===== src/rtl/core/pixel_fog_point_light_shader_core_macros.svh =====
// assertion macros shared by the shader core
`ifndef PIXEL_FOG_POINT_LIGHT_SHADER_CORE_MACROS_SVH
`define PIXEL_FOG_POINT_LIGHT_SHADER_CORE_MACROS_SVH

// same-cycle implication, clocked on clk_i, off during reset
`define PFPLS_ASSERT_IMP(lbl, ante, cons) \
  lbl: assert property (@(posedge clk_i) disable iff (!rst_ni) (ante) |-> (cons)) \
    else $error("pfpls: property failed");

// next-cycle implication
`define PFPLS_ASSERT_NXT(lbl, ante, cons) \
  lbl: assert property (@(posedge clk_i) disable iff (!rst_ni) (ante) |=> (cons)) \
    else $error("pfpls: property failed");

`endif


===== src/rtl/core/pfpls_pkg.sv =====
// types, constants and helpers of the shader core
package pfpls_pkg;

  localparam int unsigned MaxLights = 8;
  localparam int unsigned LightIdxW = $clog2(MaxLights);
  localparam int unsigned CountW    = 4;
  localparam int unsigned SqrtSteps = 24;
  localparam int unsigned DivSteps  = 16;
  localparam int unsigned IterW     = 5;

  localparam logic OpcShade = 1'b0;
  localparam logic OpcLoad  = 1'b1;

  typedef enum logic [4:0] {
    ST_IDLE, ST_FOG_T, ST_FOG, ST_AMB1, ST_AMB2, ST_LCHK, ST_SQ, ST_CMP,
    ST_SQRT, ST_DIV_INIT, ST_DIV, ST_T2, ST_ST, ST_ACC, ST_FIN1, ST_FIN2
  } ctrl_state_e;

  typedef enum logic [4:0] {
    OP_NONE, OP_LOAD, OP_CAPTURE, OP_FOG_T, OP_FOG, OP_AMB1, OP_AMB2,
    OP_LCHK, OP_SQ, OP_CMP, OP_SQRT, OP_DIV_INIT, OP_DIV, OP_T2, OP_ST,
    OP_ACC, OP_FIN1, OP_FIN2
  } dp_op_e;

  typedef struct packed {
    dp_op_e op;
    logic   skip;   // drop current light, move to the next
  } dp_cmd_t;

  typedef struct packed {
    logic lights_done;
    logic light_off;
    logic light_miss;
  } dp_status_t;

  function automatic logic [8:0] sat256(input logic [8:0] v);
    sat256 = (v > 9'd256) ? 9'd256 : v;
  endfunction

endpackage


===== src/rtl/core/pfpls_ctrl.sv =====
// sequencer of the shader core
module pfpls_ctrl (
  input  logic                 clk_i,
  input  logic                 rst_ni,
  input  logic                 in_valid_i,
  input  logic                 in_opcode_i,
  output logic                 in_ready_o,
  output logic                 out_valid_o,
  input  logic                 out_ready_i,
  input  pfpls_pkg::dp_status_t status_i,
  output pfpls_pkg::dp_cmd_t   cmd_o
);
  import pfpls_pkg::*;

  ctrl_state_e      state_q, state_d;
  logic [IterW-1:0] iter_q, iter_d;
  logic             out_valid_q, out_valid_d;
  logic             fin_fire;

  always_ff @(posedge clk_i or negedge rst_ni) begin
    if (!rst_ni) begin
      state_q     <= ST_IDLE;
      iter_q      <= '0;
      out_valid_q <= 1'b0;
    end else begin
      state_q     <= state_d;
      iter_q      <= iter_d;
      out_valid_q <= out_valid_d;
    end
  end

  always_comb begin
    state_d    = state_q;
    iter_d     = iter_q;
    cmd_o.op   = OP_NONE;
    cmd_o.skip = 1'b0;
    in_ready_o = 1'b0;
    fin_fire   = 1'b0;
    case (state_q)
      ST_IDLE: begin
        in_ready_o = 1'b1;
        if (in_valid_i) begin
          if (in_opcode_i == OpcLoad) begin
            cmd_o.op = OP_LOAD;
          end else begin
            cmd_o.op = OP_CAPTURE;
            state_d  = ST_FOG_T;
          end
        end
      end
      ST_FOG_T: begin
        cmd_o.op = OP_FOG_T;
        state_d  = ST_FOG;
      end
      ST_FOG: begin
        cmd_o.op = OP_FOG;
        state_d  = ST_AMB1;
      end
      ST_AMB1: begin
        cmd_o.op = OP_AMB1;
        state_d  = ST_AMB2;
      end
      ST_AMB2: begin
        cmd_o.op = OP_AMB2;
        state_d  = ST_LCHK;
      end
      ST_LCHK: begin
        if (status_i.lights_done) begin
          state_d = ST_FIN1;
        end else if (status_i.light_off) begin
          cmd_o.skip = 1'b1;
        end else begin
          cmd_o.op = OP_LCHK;
          state_d  = ST_SQ;
        end
      end
      ST_SQ: begin
        cmd_o.op = OP_SQ;
        state_d  = ST_CMP;
      end
      ST_CMP: begin
        cmd_o.op = OP_CMP;
        iter_d   = '0;
        if (status_i.light_miss) begin
          cmd_o.skip = 1'b1;
          state_d    = ST_LCHK;
        end else begin
          state_d = ST_SQRT;
        end
      end
      ST_SQRT: begin
        cmd_o.op = OP_SQRT;
        iter_d   = iter_q + 1'b1;
        if (iter_q == IterW'(SqrtSteps - 1)) begin
          state_d = ST_DIV_INIT;
        end
      end
      ST_DIV_INIT: begin
        cmd_o.op = OP_DIV_INIT;
        iter_d   = '0;
        state_d  = ST_DIV;
      end
      ST_DIV: begin
        cmd_o.op = OP_DIV;
        iter_d   = iter_q + 1'b1;
        if (iter_q == IterW'(DivSteps - 1)) begin
          state_d = ST_T2;
        end
      end
      ST_T2: begin
        cmd_o.op = OP_T2;
        state_d  = ST_ST;
      end
      ST_ST: begin
        cmd_o.op = OP_ST;
        state_d  = ST_ACC;
      end
      ST_ACC: begin
        cmd_o.op = OP_ACC;
        state_d  = ST_LCHK;
      end
      ST_FIN1: begin
        cmd_o.op = OP_FIN1;
        state_d  = ST_FIN2;
      end
      ST_FIN2: begin
        if (!out_valid_q || out_ready_i) begin
          cmd_o.op = OP_FIN2;
          fin_fire = 1'b1;
          state_d  = ST_IDLE;
        end
      end
      default: begin
        state_d = ST_IDLE;
      end
    endcase
  end

  assign out_valid_d = (out_valid_q && !out_ready_i) || fin_fire;
  assign out_valid_o = out_valid_q;

endmodule


===== config.mk =====
export PLATFORM = sky130hd
export DESIGN_NAME = pfpls_ctrl
export DESIGN_NICKNAME = d
export VERILOG_FILES = /design/src/rtl/core/pixel_fog_point_light_shader_core_macros.svh /design/src/rtl/core/pfpls_pkg.sv /design/src/rtl/core/pfpls_ctrl.sv
export SDC_FILE = /design/constraint.sdc
export NUM_CORES = 1
export LEC_CHECK = 0
export ABC_AREA = 1
export ABC_CLOCK_PERIOD_IN_PS = 1280
export BUFFER_PORTS_ARGS = -buffer_cell sky130_fd_sc_hd__buf_4
export CAP_MARGIN = 20
export CORE_MARGIN = 10
export CORE_UTILIZATION = 47
export DETAILED_ROUTE_END_ITERATION = 8
export GPL_TIMING_DRIVEN = 0
export PLACE_DENSITY_LB_ADDON = 0.08
export SLEW_MARGIN = 20
export SYNTH_ARGS = -nofsm -noshare
export SYNTH_HDL_FRONTEND = slang
export SYNTH_SLANG_ARGS = --single-unit
export TNS_END_PERCENT = 1

===== constraint.sdc =====
create_clock -name clk_i -period 1.28 [get_ports clk_i]
set_input_delay 0.192 -clock clk_i [delete_from_list [all_inputs] [get_ports clk_i]]
set_output_delay 0.192 -clock clk_i [all_outputs]
set_load 0.02 [all_outputs]

==> results.yml, run 1 <==
drt:
  routedWlPerCell_um: 14.35
  drt-initial-drc-count: 26
  num_vias: 924
  final_antenna_net_count: 0
  wl_um: 2440
  post-route-drc-count: 0
  dr.pass1.iters: 4
  vias_per_cell: 5.435
setup_path:
  ff2ff_path_depth: 10
  max_stage_delay_ns: 0.47
  critPathLaunchType: "flop"
  crit_fanout: 5
  crit_top_cell: "o211ai_1"
  arrival_ns: 1.39
  crit_type: "reg -> out"
  worstPathRequired_ns: 1.09
  cp_slowest_cell: "dfrtp_2"
  endpoint_kind: "primary output"
  crit_chain: "inv_4 -> buf_6 -> o211ai_1 -> o211ai_1 -> buf_4"
floorplan:
  core_area_um2: 1541
  die_x_um: 60.82
  initial_core_util_pct: 50.81
  die_h_um: 60.82
  top_level_ports: 16
  dieArea_um2: 3699
  row_count: 14
synthesis:
  synth-main-ff-cell: "dfrtp_1"
  seq_area_frac_synth_pct: 31.95
  synth_area_um2: 783.3
  synth_area_per_cell_um2: 6.752
  synth_common_cells: "30 x nand2_1, 16 x inv_1, 14 x nor2_1, 12 x nand3_1, 10 x dfrtp_1"
  synth-edff-count: 0
  synthTopCellsByArea: "dfrtp_1 32%, nand2_1 14%, nand3_1 7.7%"
  yosysUniqueCellTypes: 23
  yosysMostFrequentCell: "nand2_1"
  yosys_warnings: 0
  async_flop_share_pct: 100.0
  synth_top_area_share_pct: 31.95
  syn_nets: 126
  syn_inst: 116
  yosys_register_bits: 10
  synth.largest_area_cell: "dfrtp_1"
worst_hold_path:
  holdPathStages: 4
  hold_class: "in -> reg"
cts:
  path_clk_slew_ns: 0.07
  cts.sinks: 10
  clockBufferDepth: 2
  insertion_delay_ns: 0.26
  root_buffer: "clkbuf_4"
  cts-htree-levels: 1
  cts_tree: "done"
  cts_buffers: 3
sta:
  rsz0062_at_grt: "true"
  fin_skew_ns: 0.005823
  slew_headroom_pct: 84.63
  tightest_slew_ns: 0.2295
  fin_setup_tns_ns: -2.431
  finalHoldViolations: 0
  period_share_pct: 123.6
  finalWorstSetupSlack_ns: -0.3023
  finalSetupViolations: 14
  drv_slew: 0
  fmax_mhz: 632.0
  final.min_clock_period_ns: 1.582
layout:
  drive_gt1_share_pct: 54.55
  nFillCells: 100
  nNetsFinal: 165
  num_antenna_cells: 0
  stdcell_count: 170
  syn_to_final_growth_pct: 60.06
pwr:
  p_leak_nw: 0.6474
  power.density_nw_per_um2: 2492
  ir_worst_vdd_mv: 1.196
outcome:
  failed_checks: "setup timing"
  status: "complete, but fails checks"
global_routing:
  grt-ovfl-total: 0
  track_usage_pct: 13.01
  grt_pass1_wl_um: 3767
  antenna_found_initial: 0
  first_global_vias: 892
  grt_max_degree: 11
placement:
  io_buffers: 15
  dp_cells: 147
  gp_congestion: 0.8843
  dp_hpwl_um: 1603
job:
  maxCapViolCount: 0
## path summary, 6_finish.rpt
check / slack (ns) / to / startpoint
worst max-delay path: -0.30 / cmd_o[3] / state_q[1]$_DFFE_PN0P_
worst min-delay path: 0.22 / out_valid_o$_DFF_PN0_ / out_ready_i
worst max register to register: -0.19 / state_q[0]$_DFFE_PN0P_ / state_q[3]$_DFFE_PN0P_
worst min register to register: 0.51 / iter_q[1]$_DFFE_PN0P_ / iter_q[1]$_DFFE_PN0P_
max in group asynchronous: 0.83 / state_q[2]$_DFFE_PN0P_ / rst_ni
min in group asynchronous: 0.29 / iter_q[3]$_DFFE_PN0P_ / rst_ni
## layer usage
metal	GRT usage [%]	share of wire [%]
met3	2.296	5.1
met1	13.74	38
met5	0	0
met2	23.58	53
met4	7.210	4.2
## cell families (layout without fill, tap and decap cells)
family | after synthesis | in the layout | synth area share, %
xor+xnor | 2 | 2 | 2.237
compound gates | 16 | 16 | 14.70
simple gates | 67 | 67 | 38.82
fa+ha+maj | 2 | 2 | 3.194
buf+inv | 19 | 57 | 9.106
flops | 10 | 10 | 31.95
## area by class of cell
type                            count  area, µm²  share of cell area, %
Multi-Input combinational cell     87      580.6                  46.31
Timing Repair Buffer               34      280.3                  22.36
Sequential cell                    10      255.2                  20.36
Inverter                           19      81.33                  6.487
Clock buffer                        4      36.28                  2.894
Tap cell                           16      20.02                  1.597
## flip-flops by register name, summed over array words and instances, names as in the netlist
signal / flops
out_valid_o: 1
state_q: 4
iter_q: 5
## worst max-delay path, delay by kind of cell, from the launching register on
family,cells,cell delay [ns]
compound gates,2,0.24
flops,1,0.47
buf+inv,3,0.41
## per-stage QoR
step / hold slack [ns] / setup WS, ns / util [%] / instance area (µm²) / total power, mW
CTS: 0.2280 / -0.2674 / 73.94 / 1140 / 2.740
global placement: 0.02587 / -0.1407 / 61.04 / 940.9 / 1.984
floorplan: -0.1036 / -0.04715 / - / 808.3 / 1.555
global route: 0.2656 / -0.3541 / 81.33 / 1254 / 3.347
detailed placement: 0.02835 / -0.1762 / 61.04 / 940.9 / 2.011
finish: 0.2234 / -0.3023 / 81.33 / 1254 / 3.125
## power breakdown
| group | internal [mW] | switching [mW] |
|---|---|---|
| combinational | 1.02 | 1.20 |
| sequential | 0.430 | 0.185 |
| clock | 0.173 | 0.109 |
| total | 1.63 | 1.50 |
## timing repair
item,in CTS,in global routing
hold endpoints to repair,10,0
gates resized for setup,21,22
pin swaps,7,10
setup endpoints to repair,12,16
buffers inserted,13,5
hold buffers,1,0
## cells in the final DEF, fill, tap and decap left out, types with 6 or more instances in the layout
master   instances
buf_4           27
nand2_1         23
inv_1           12
nand2_2          9
nor2_1           8
nor2_2           6
nand3_1          6
nand3_2          6
o21ai_0          6
dfrtp_1          6
buf_6            6
(Power assumes the default switching activity.)
==> run 2: changes to the inputs <==
--- a/config.mk
+++ b/config.mk
@@ -5,12 +5,13 @@
 export SDC_FILE = /design/constraint.sdc
 export NUM_CORES = 1
 export LEC_CHECK = 0
-export ABC_AREA = 1
+export ABC_AREA = 0
 export ABC_CLOCK_PERIOD_IN_PS = 1280
 export BUFFER_PORTS_ARGS = -buffer_cell sky130_fd_sc_hd__buf_4
 export CAP_MARGIN = 20
 export CORE_MARGIN = 10
-export CORE_UTILIZATION = 47
+export CORE_UTILIZATION = 51
+export CTS_BUF_LIST = sky130_fd_sc_hd__clkbuf_8
 export DETAILED_ROUTE_END_ITERATION = 8
 export GPL_TIMING_DRIVEN = 0
 export PLACE_DENSITY_LB_ADDON = 0.08
==> results.yml, run 2 <==
global_routing:
  first_global_vias: 797
  track_usage_pct: 12.66
  grt_max_degree: 11
  grt-ovfl-total: 0
  antenna_found_initial: 0
  grt_pass1_wl_um: 3622
outcome:
  failed_checks: "setup timing"
  status: "complete, but fails checks"
layout:
  largest_reg_flops: 5
  final_common_cell: "buf_4"
  drive_gt1_share_pct: 37.01
  nFillCells: 123
  syn_to_final_growth_pct: 36.39
  num_antenna_cells: 0
  top_register: "iter_q"
  mostFrequentLayoutCells: "20 x buf_4, 16 x a21oi_1, 12 x nor2_1, 9 x nand2_1, 8 x dfrtp_1"
  nNetsFinal: 138
  stdcell_count: 143
floorplan:
  die_h_um: 60.73
  row_count: 14
  initial_core_util_pct: 54.87
  top_level_ports: 16
  dieArea_um2: 3688
  die_x_um: 60.73
  core_area_um2: 1541
setup_path:
  crit_fanout: 4
  crit_chain: "ha_4 -> and3_4 -> ha_2 -> or3_1 -> a21oi_2 -> nor4b_1 -> o32ai_1"
  cp_slowest_cell: "dfrtp_1"
  critPathLaunchType: "flop"
  ff2ff_path_depth: 7
  worstReg2RegStart: "iter_q[1]$_DFFE_PN0P_"
  cpLargestDelayFamily: "simple AND/OR/NAND/NOR gates"
  startpoint: "iter_q[1]$_DFFE_PN0P_"
  endpoint_kind: "flop"
  r2r_slack_ns: -0.45
  crit_type: "reg -> reg"
  worstPathRequired_ns: 1.40
  worstReg2RegEnd: "state_q[0]$_DFFE_PN0P_"
  max_stage_delay_ns: 0.41
  arrival_ns: 1.86
  crit_buf_inv: 0
sta:
  rsz0062_at_grt: "true"
  final.min_clock_period_ns: 1.732
  slew_headroom_pct: 80.34
  tightest_slew_ns: 0.2943
  fin_setup_tns_ns: -3.580
  finalWorstSetupSlack_ns: -0.4522
  drv_slew: 0
  fmax_mhz: 577.3
  finalSetupViolations: 14
  period_share_pct: 135.3
  fin_skew_ns: 0.004293
  finalHoldViolations: 0
synthesis:
  synth-main-ff-cell: "dfrtp_1"
  seq_area_frac_synth_pct: 29.59
  synth_common_cells: "17 x a21oi_1, 13 x nor2_1, 10 x dfrtp_1, 9 x nand2_1, 5 x o21ai_0"
  synth.largest_area_cell: "dfrtp_1"
  synth_area_per_cell_um2: 8.133
  yosys_register_bits: 10
  synth_top_area_share_pct: 29.59
  async_flop_share_pct: 100.0
  syn_inst: 104
  yosysMostFrequentCell: "a21oi_1"
  synth-edff-count: 0
  synth_area_um2: 845.8
  yosys_warnings: 0
  yosysUniqueCellTypes: 37
  syn_nets: 114
  synthTopCellsByArea: "dfrtp_1 30%, a21oi_1 10%, nor2_1 5.8%"
placement:
  dp_hpwl_um: 1648
  post-place-ws_ns: -0.5131
  dp_cells: 135
  gp_congestion: 0.8420
  io_buffers: 15
drt:
  vias_per_cell: 6.133
  num_vias: 877
  wl_um: 2278
  post-route-drc-count: 0
  dr.pass1.iters: 4
  drt-initial-drc-count: 38
  routedWlPerCell_um: 15.93
  final_antenna_net_count: 0
cts:
  cts_buffers: 3
  insertion_delay_ns: 0.24
  cts_tree: "done"
  clockBufferDepth: 2
  path_clk_slew_ns: 0.05
  root_buffer: "clkbuf_8"
  cts-htree-levels: 1
  cts.sinks: 10
pwr:
  power.density_nw_per_um2: 2622
  ir_worst_vdd_mv: 1.837
  design_power_total_mw: 3.025
  p_leak_nw: 0.4927
job:
  maxCapViolCount: 0
worst_hold_path:
  hold_class: "in -> async"
[run 2: cell count changes after synthesis, sizes merged, moves of 3 or more]
cell and change:
a211oi +3, a21oi +16, buf +6, inv -15, nand2 -27, nand3 -9
nor2 -3, o21ai -3
[run 2: area by class of cell]
cell class	count	area (µm²)	area share, %
clock buffers	4	55.05	4.772
inverters	4	15.01	1.302
repair buffers	19	145.1	12.58
plain buffers	7	75.07	6.508
well taps	16	20.02	1.735
flip-flops and latches	10	252.7	21.91
multi-input cells	83	590.6	51.19
[run 2: worst max path at each step]
| stage | depth (start not counted) | slack, ns | endpoint |
|---|---|---|---|
| after global placement | 7 | -0.51 | state_q[0]$_DFFE_PN0P_ |
| final | 7 | -0.45 | state_q[0]$_DFFE_PN0P_ |
| after floorplan | 7 | -0.36 | state_q[0]$_DFFE_PN0P_ |
| after global routing | 7 | -0.49 | state_q[0]$_DFFE_PN0P_ |
| after CTS | 7 | -0.47 | state_q[0]$_DFFE_PN0P_ |
| after detailed placement | 7 | -0.51 | state_q[0]$_DFFE_PN0P_ |
[run 2: worst reg2reg max path, stage by stage (launching register included)]
cell     delay [ns]
dfrtp_1        0.41
ha_4           0.18
and3_4         0.17
ha_2           0.15
or3_1          0.32
a21oi_2        0.18
nor4b_1        0.08
o32ai_1        0.14
[run 2: repair_timing]
item                       in CTS  in global routing
resized for setup              17                  9
setup buffers                   3                  0
hold buffers                    1                  0
setup endpoints to repair      17                 17
pin swaps                       5                  2
hold endpoints to repair       10                  0
[run 2: stage by stage]
| step | area (µm²) | utilization (%) | hold WS [ns] |
|---|---|---|---|
| 2_1_floorplan | 860.8 | - | -0.1036 |
| 3_3_place_gp | 993.5 | 64.45 | 0.02688 |
| 3_5_place_dp | 993.5 | 64.45 | 0.02788 |
| 4_1_cts | 1129 | 73.21 | 0.3211 |
| 6_report | 1154 | 74.84 | 0.3187 |
| 5_1_grt | 1154 | 74.84 | 0.3175 |
[run 2: layer usage]
layer	GRT usage, %	vias to the layer above	share of wire (%)	wire length [µm]
met3	4.593	4	5.8	133
met5	0	-	0	0
li1	-	431	-	-
met2	19.80	23	47	1079
met1	16.21	419	46	1052
met4	2.821	0	0.48	11
[run 2: kinds of logic (layout without fill, tap and decap cells)]
| logic type | count (synthesis) | count (layout) | synth area share, % |
|---|---|---|---|
| AO/OA/AOI/OAI | 36 | 36 | 26.04 |
| multiplexers | 1 | 1 | 1.775 |
| AND/OR/NAND/NOR | 43 | 43 | 31.80 |
| buffers and inverters | 11 | 34 | 6.804 |
| XOR/XNOR | 1 | 1 | 1.036 |
| flip-flops | 10 | 10 | 29.59 |
| adder cells (fa/ha/maj) | 2 | 2 | 2.958 |
[run 2: where the power goes]
group	internal [mW]	switching, mW	total (mW)	leakage (nW)
clock network	0.270	0.125	0.395	0.0288
logic	0.926	1.14	2.07	0.337
registers	0.433	0.131	0.564	0.127
==> run 3: changes to the inputs <==
--- a/config.mk
+++ b/config.mk
@@ -7,7 +7,7 @@
 export LEC_CHECK = 0
 export ABC_AREA = 0
 export ABC_CLOCK_PERIOD_IN_PS = 1280
-export BUFFER_PORTS_ARGS = -buffer_cell sky130_fd_sc_hd__buf_4
+export BUFFER_PORTS_ARGS = -buffer_cell sky130_fd_sc_hd__clkbuf_2
 export CAP_MARGIN = 20
 export CORE_MARGIN = 10
 export CORE_UTILIZATION = 51
==> results.yml, run 3 (synthesized netlist as in run 2, its figures left out) <==
outcome:
  status: "complete, but fails checks"
  failed_checks: "setup timing"
cts:
  root_buffer: "clkbuf_8"
  insertion_delay_ns: 0.23
  clockBufferDepth: 2
  cts_buffers: 3
  cts-htree-levels: 1
  cts_tree: "done"
  path_clk_slew_ns: 0.05
  cts.sinks: 10
drt:
  num_vias: 935
  wl_um: 2623
  routedWlPerCell_um: 17.72
  post-route-drc-count: 0
  drt-initial-drc-count: 40
  vias_per_cell: 6.318
  dr.pass1.iters: 4
  final_antenna_net_count: 0
setup_path:
  worstPathRequired_ns: 1.38
  crit_fanout: 3
  crit_type: "reg -> reg"
  crit_chain: "ha_2 -> and3_4 -> ha_4 -> or3_4 -> a21oi_4 -> buf_6 -> o32ai_2"
  max_stage_delay_ns: 0.39
  critPathLaunchType: "flop"
  endpoint_kind: "flop"
  arrival_ns: 1.87
  cpLargestDelayFamily: "simple AND/OR/NAND/NOR gates"
  cp_slowest_cell: "dfrtp_1"
  crit_buf_inv: 1
global_routing:
  grt-ovfl-total: 0
  track_usage_pct: 13.45
  grt_pass1_wl_um: 3905
  first_global_vias: 922
  grt_max_degree: 11
  antenna_found_initial: 0
sta:
  drv_slew: 0
  finalHoldViolations: 0
  finalWorstSetupSlack_ns: -0.4865
  fmax_mhz: 566.1
  slew_headroom_pct: 76.87
  rsz0062_at_grt: "true"
  finalSetupViolations: 12
  fin_skew_ns: 0.001796
  final.min_clock_period_ns: 1.766
  tightest_slew_ns: 0.3462
  fin_setup_tns_ns: -3.900
  period_share_pct: 138.0
placement:
  gp_congestion: 0.8535
  dp_hpwl_um: 1714
  dp_cells: 135
  io_buffers: 15
  post-place-ws_ns: -0.5376
floorplan:
  row_count: 14
  core_area_um2: 1541
  initial_core_util_pct: 54.87
  die_h_um: 60.73
  dieArea_um2: 3688
  die_x_um: 60.73
  top_level_ports: 16
layout:
  mostFrequentLayoutCells: "16 x a21oi_1, 12 x nor2_1, 11 x clkbuf_2, 9 x buf_4"
  post-route-util_pct: 78.57
  num_antenna_cells: 0
  drive_gt1_share_pct: 40.91
  top_register: "iter_q"
  syn_to_final_growth_pct: 43.20
  final_common_cell: "a21oi_1"
  largest_reg_flops: 5
  nNetsFinal: 143
  stdcell_count: 148
job:
  maxCapViolCount: 0
pwr:
  p_leak_nw: 0.5296
  power.density_nw_per_um2: 2616
  ir_worst_vdd_mv: 1.806
worst_hold_path:
  hold_class: "in -> async"
-- run 3: changes by cell type in the layout (fill, tap and decap cells not counted), moves of 2 or more --
cell / before / now
inv_1: 1 / 4
buf_2: 0 / 2
clkbuf_2: 0 / 11
buf_6: 4 / 7
inv_2: 3 / 0
buf_4: 20 / 9
-- run 3: worst reg2reg max path, delay by kind of cell, from the launching register on --
kind / cells / cell delay [ns]
flops: 1 / 0.39
buf+inv: 1 / 0.13
simple gates: 2 / 0.51
fa+ha+maj: 2 / 0.35
compound gates: 2 / 0.25
-- run 3: repair_timing --
item,in CTS,in global routing
gates resized for setup,14,21
pin swaps,3,9
endpoints found under the setup margin,17,17
hold endpoints to repair,10,0
hold buffers,1,0
buffers inserted,3,5
-- run 3: layer usage --
layer,share of wire [%],GRT usage [%],wire [µm],vias to the layer above
met5,0,0,0,-
met4,4.7,4.075,124,0
met3,6.7,5.010,177,18
met2,48,21.83,1255,45
met1,41,16.09,1065,435
li1,-,-,-,437
-- run 3: path summary, 6_finish.rpt --
kind                                             from                      to  slack, ns  depth (start not counted)
worst max register to register  iter_q[1]$_DFFE_PN0P_  state_q[0]$_DFFE_PN0P_      -0.49                          7
worst min register to register  iter_q[4]$_DFFE_PN0P_   iter_q[4]$_DFFE_PN0P_       0.60                          2
max in group asynchronous                      rst_ni  state_q[2]$_DFFE_PN0P_       0.70                          2
worst min-delay path                           rst_ni   iter_q[2]$_DFFE_PN0P_       0.36                          2
min in group clk_i                        status_i[0]  state_q[2]$_DFFE_PN0P_       0.40                          5
worst max-delay path            iter_q[1]$_DFFE_PN0P_  state_q[0]$_DFFE_PN0P_      -0.49                          7
-- run 3: power by group --
part	switching, mW	internal, mW	leakage, nW
clock	0.119	0.270	0.0288
sequential	0.104	0.433	0.127
combinational	1.28	0.967	0.374
total	1.50	1.67	0.530
-- run 3: stage by stage --
step	power (mW)	hold WS [ns]	cell area (µm²)
5_1_grt	3.365	0.3618	1211
3_3_place_gp	2.233	0.06692	955.9
3_5_place_dp	2.265	0.07352	955.9
2_1_floorplan	1.846	-0.1036	860.8
6_report	3.168	0.3569	1211
4_1_cts	2.800	0.3633	1095
-- run 3: area by class of cell --
class                   count  area (µm²)
plain buffers               7       71.32
clock buffers               4       55.05
fillers                   116       330.3
inverters                   4       15.01
multi-input cells          83       626.9
flip-flops and latches     10       252.7
well taps                  16       20.02
repair buffers             24       170.2
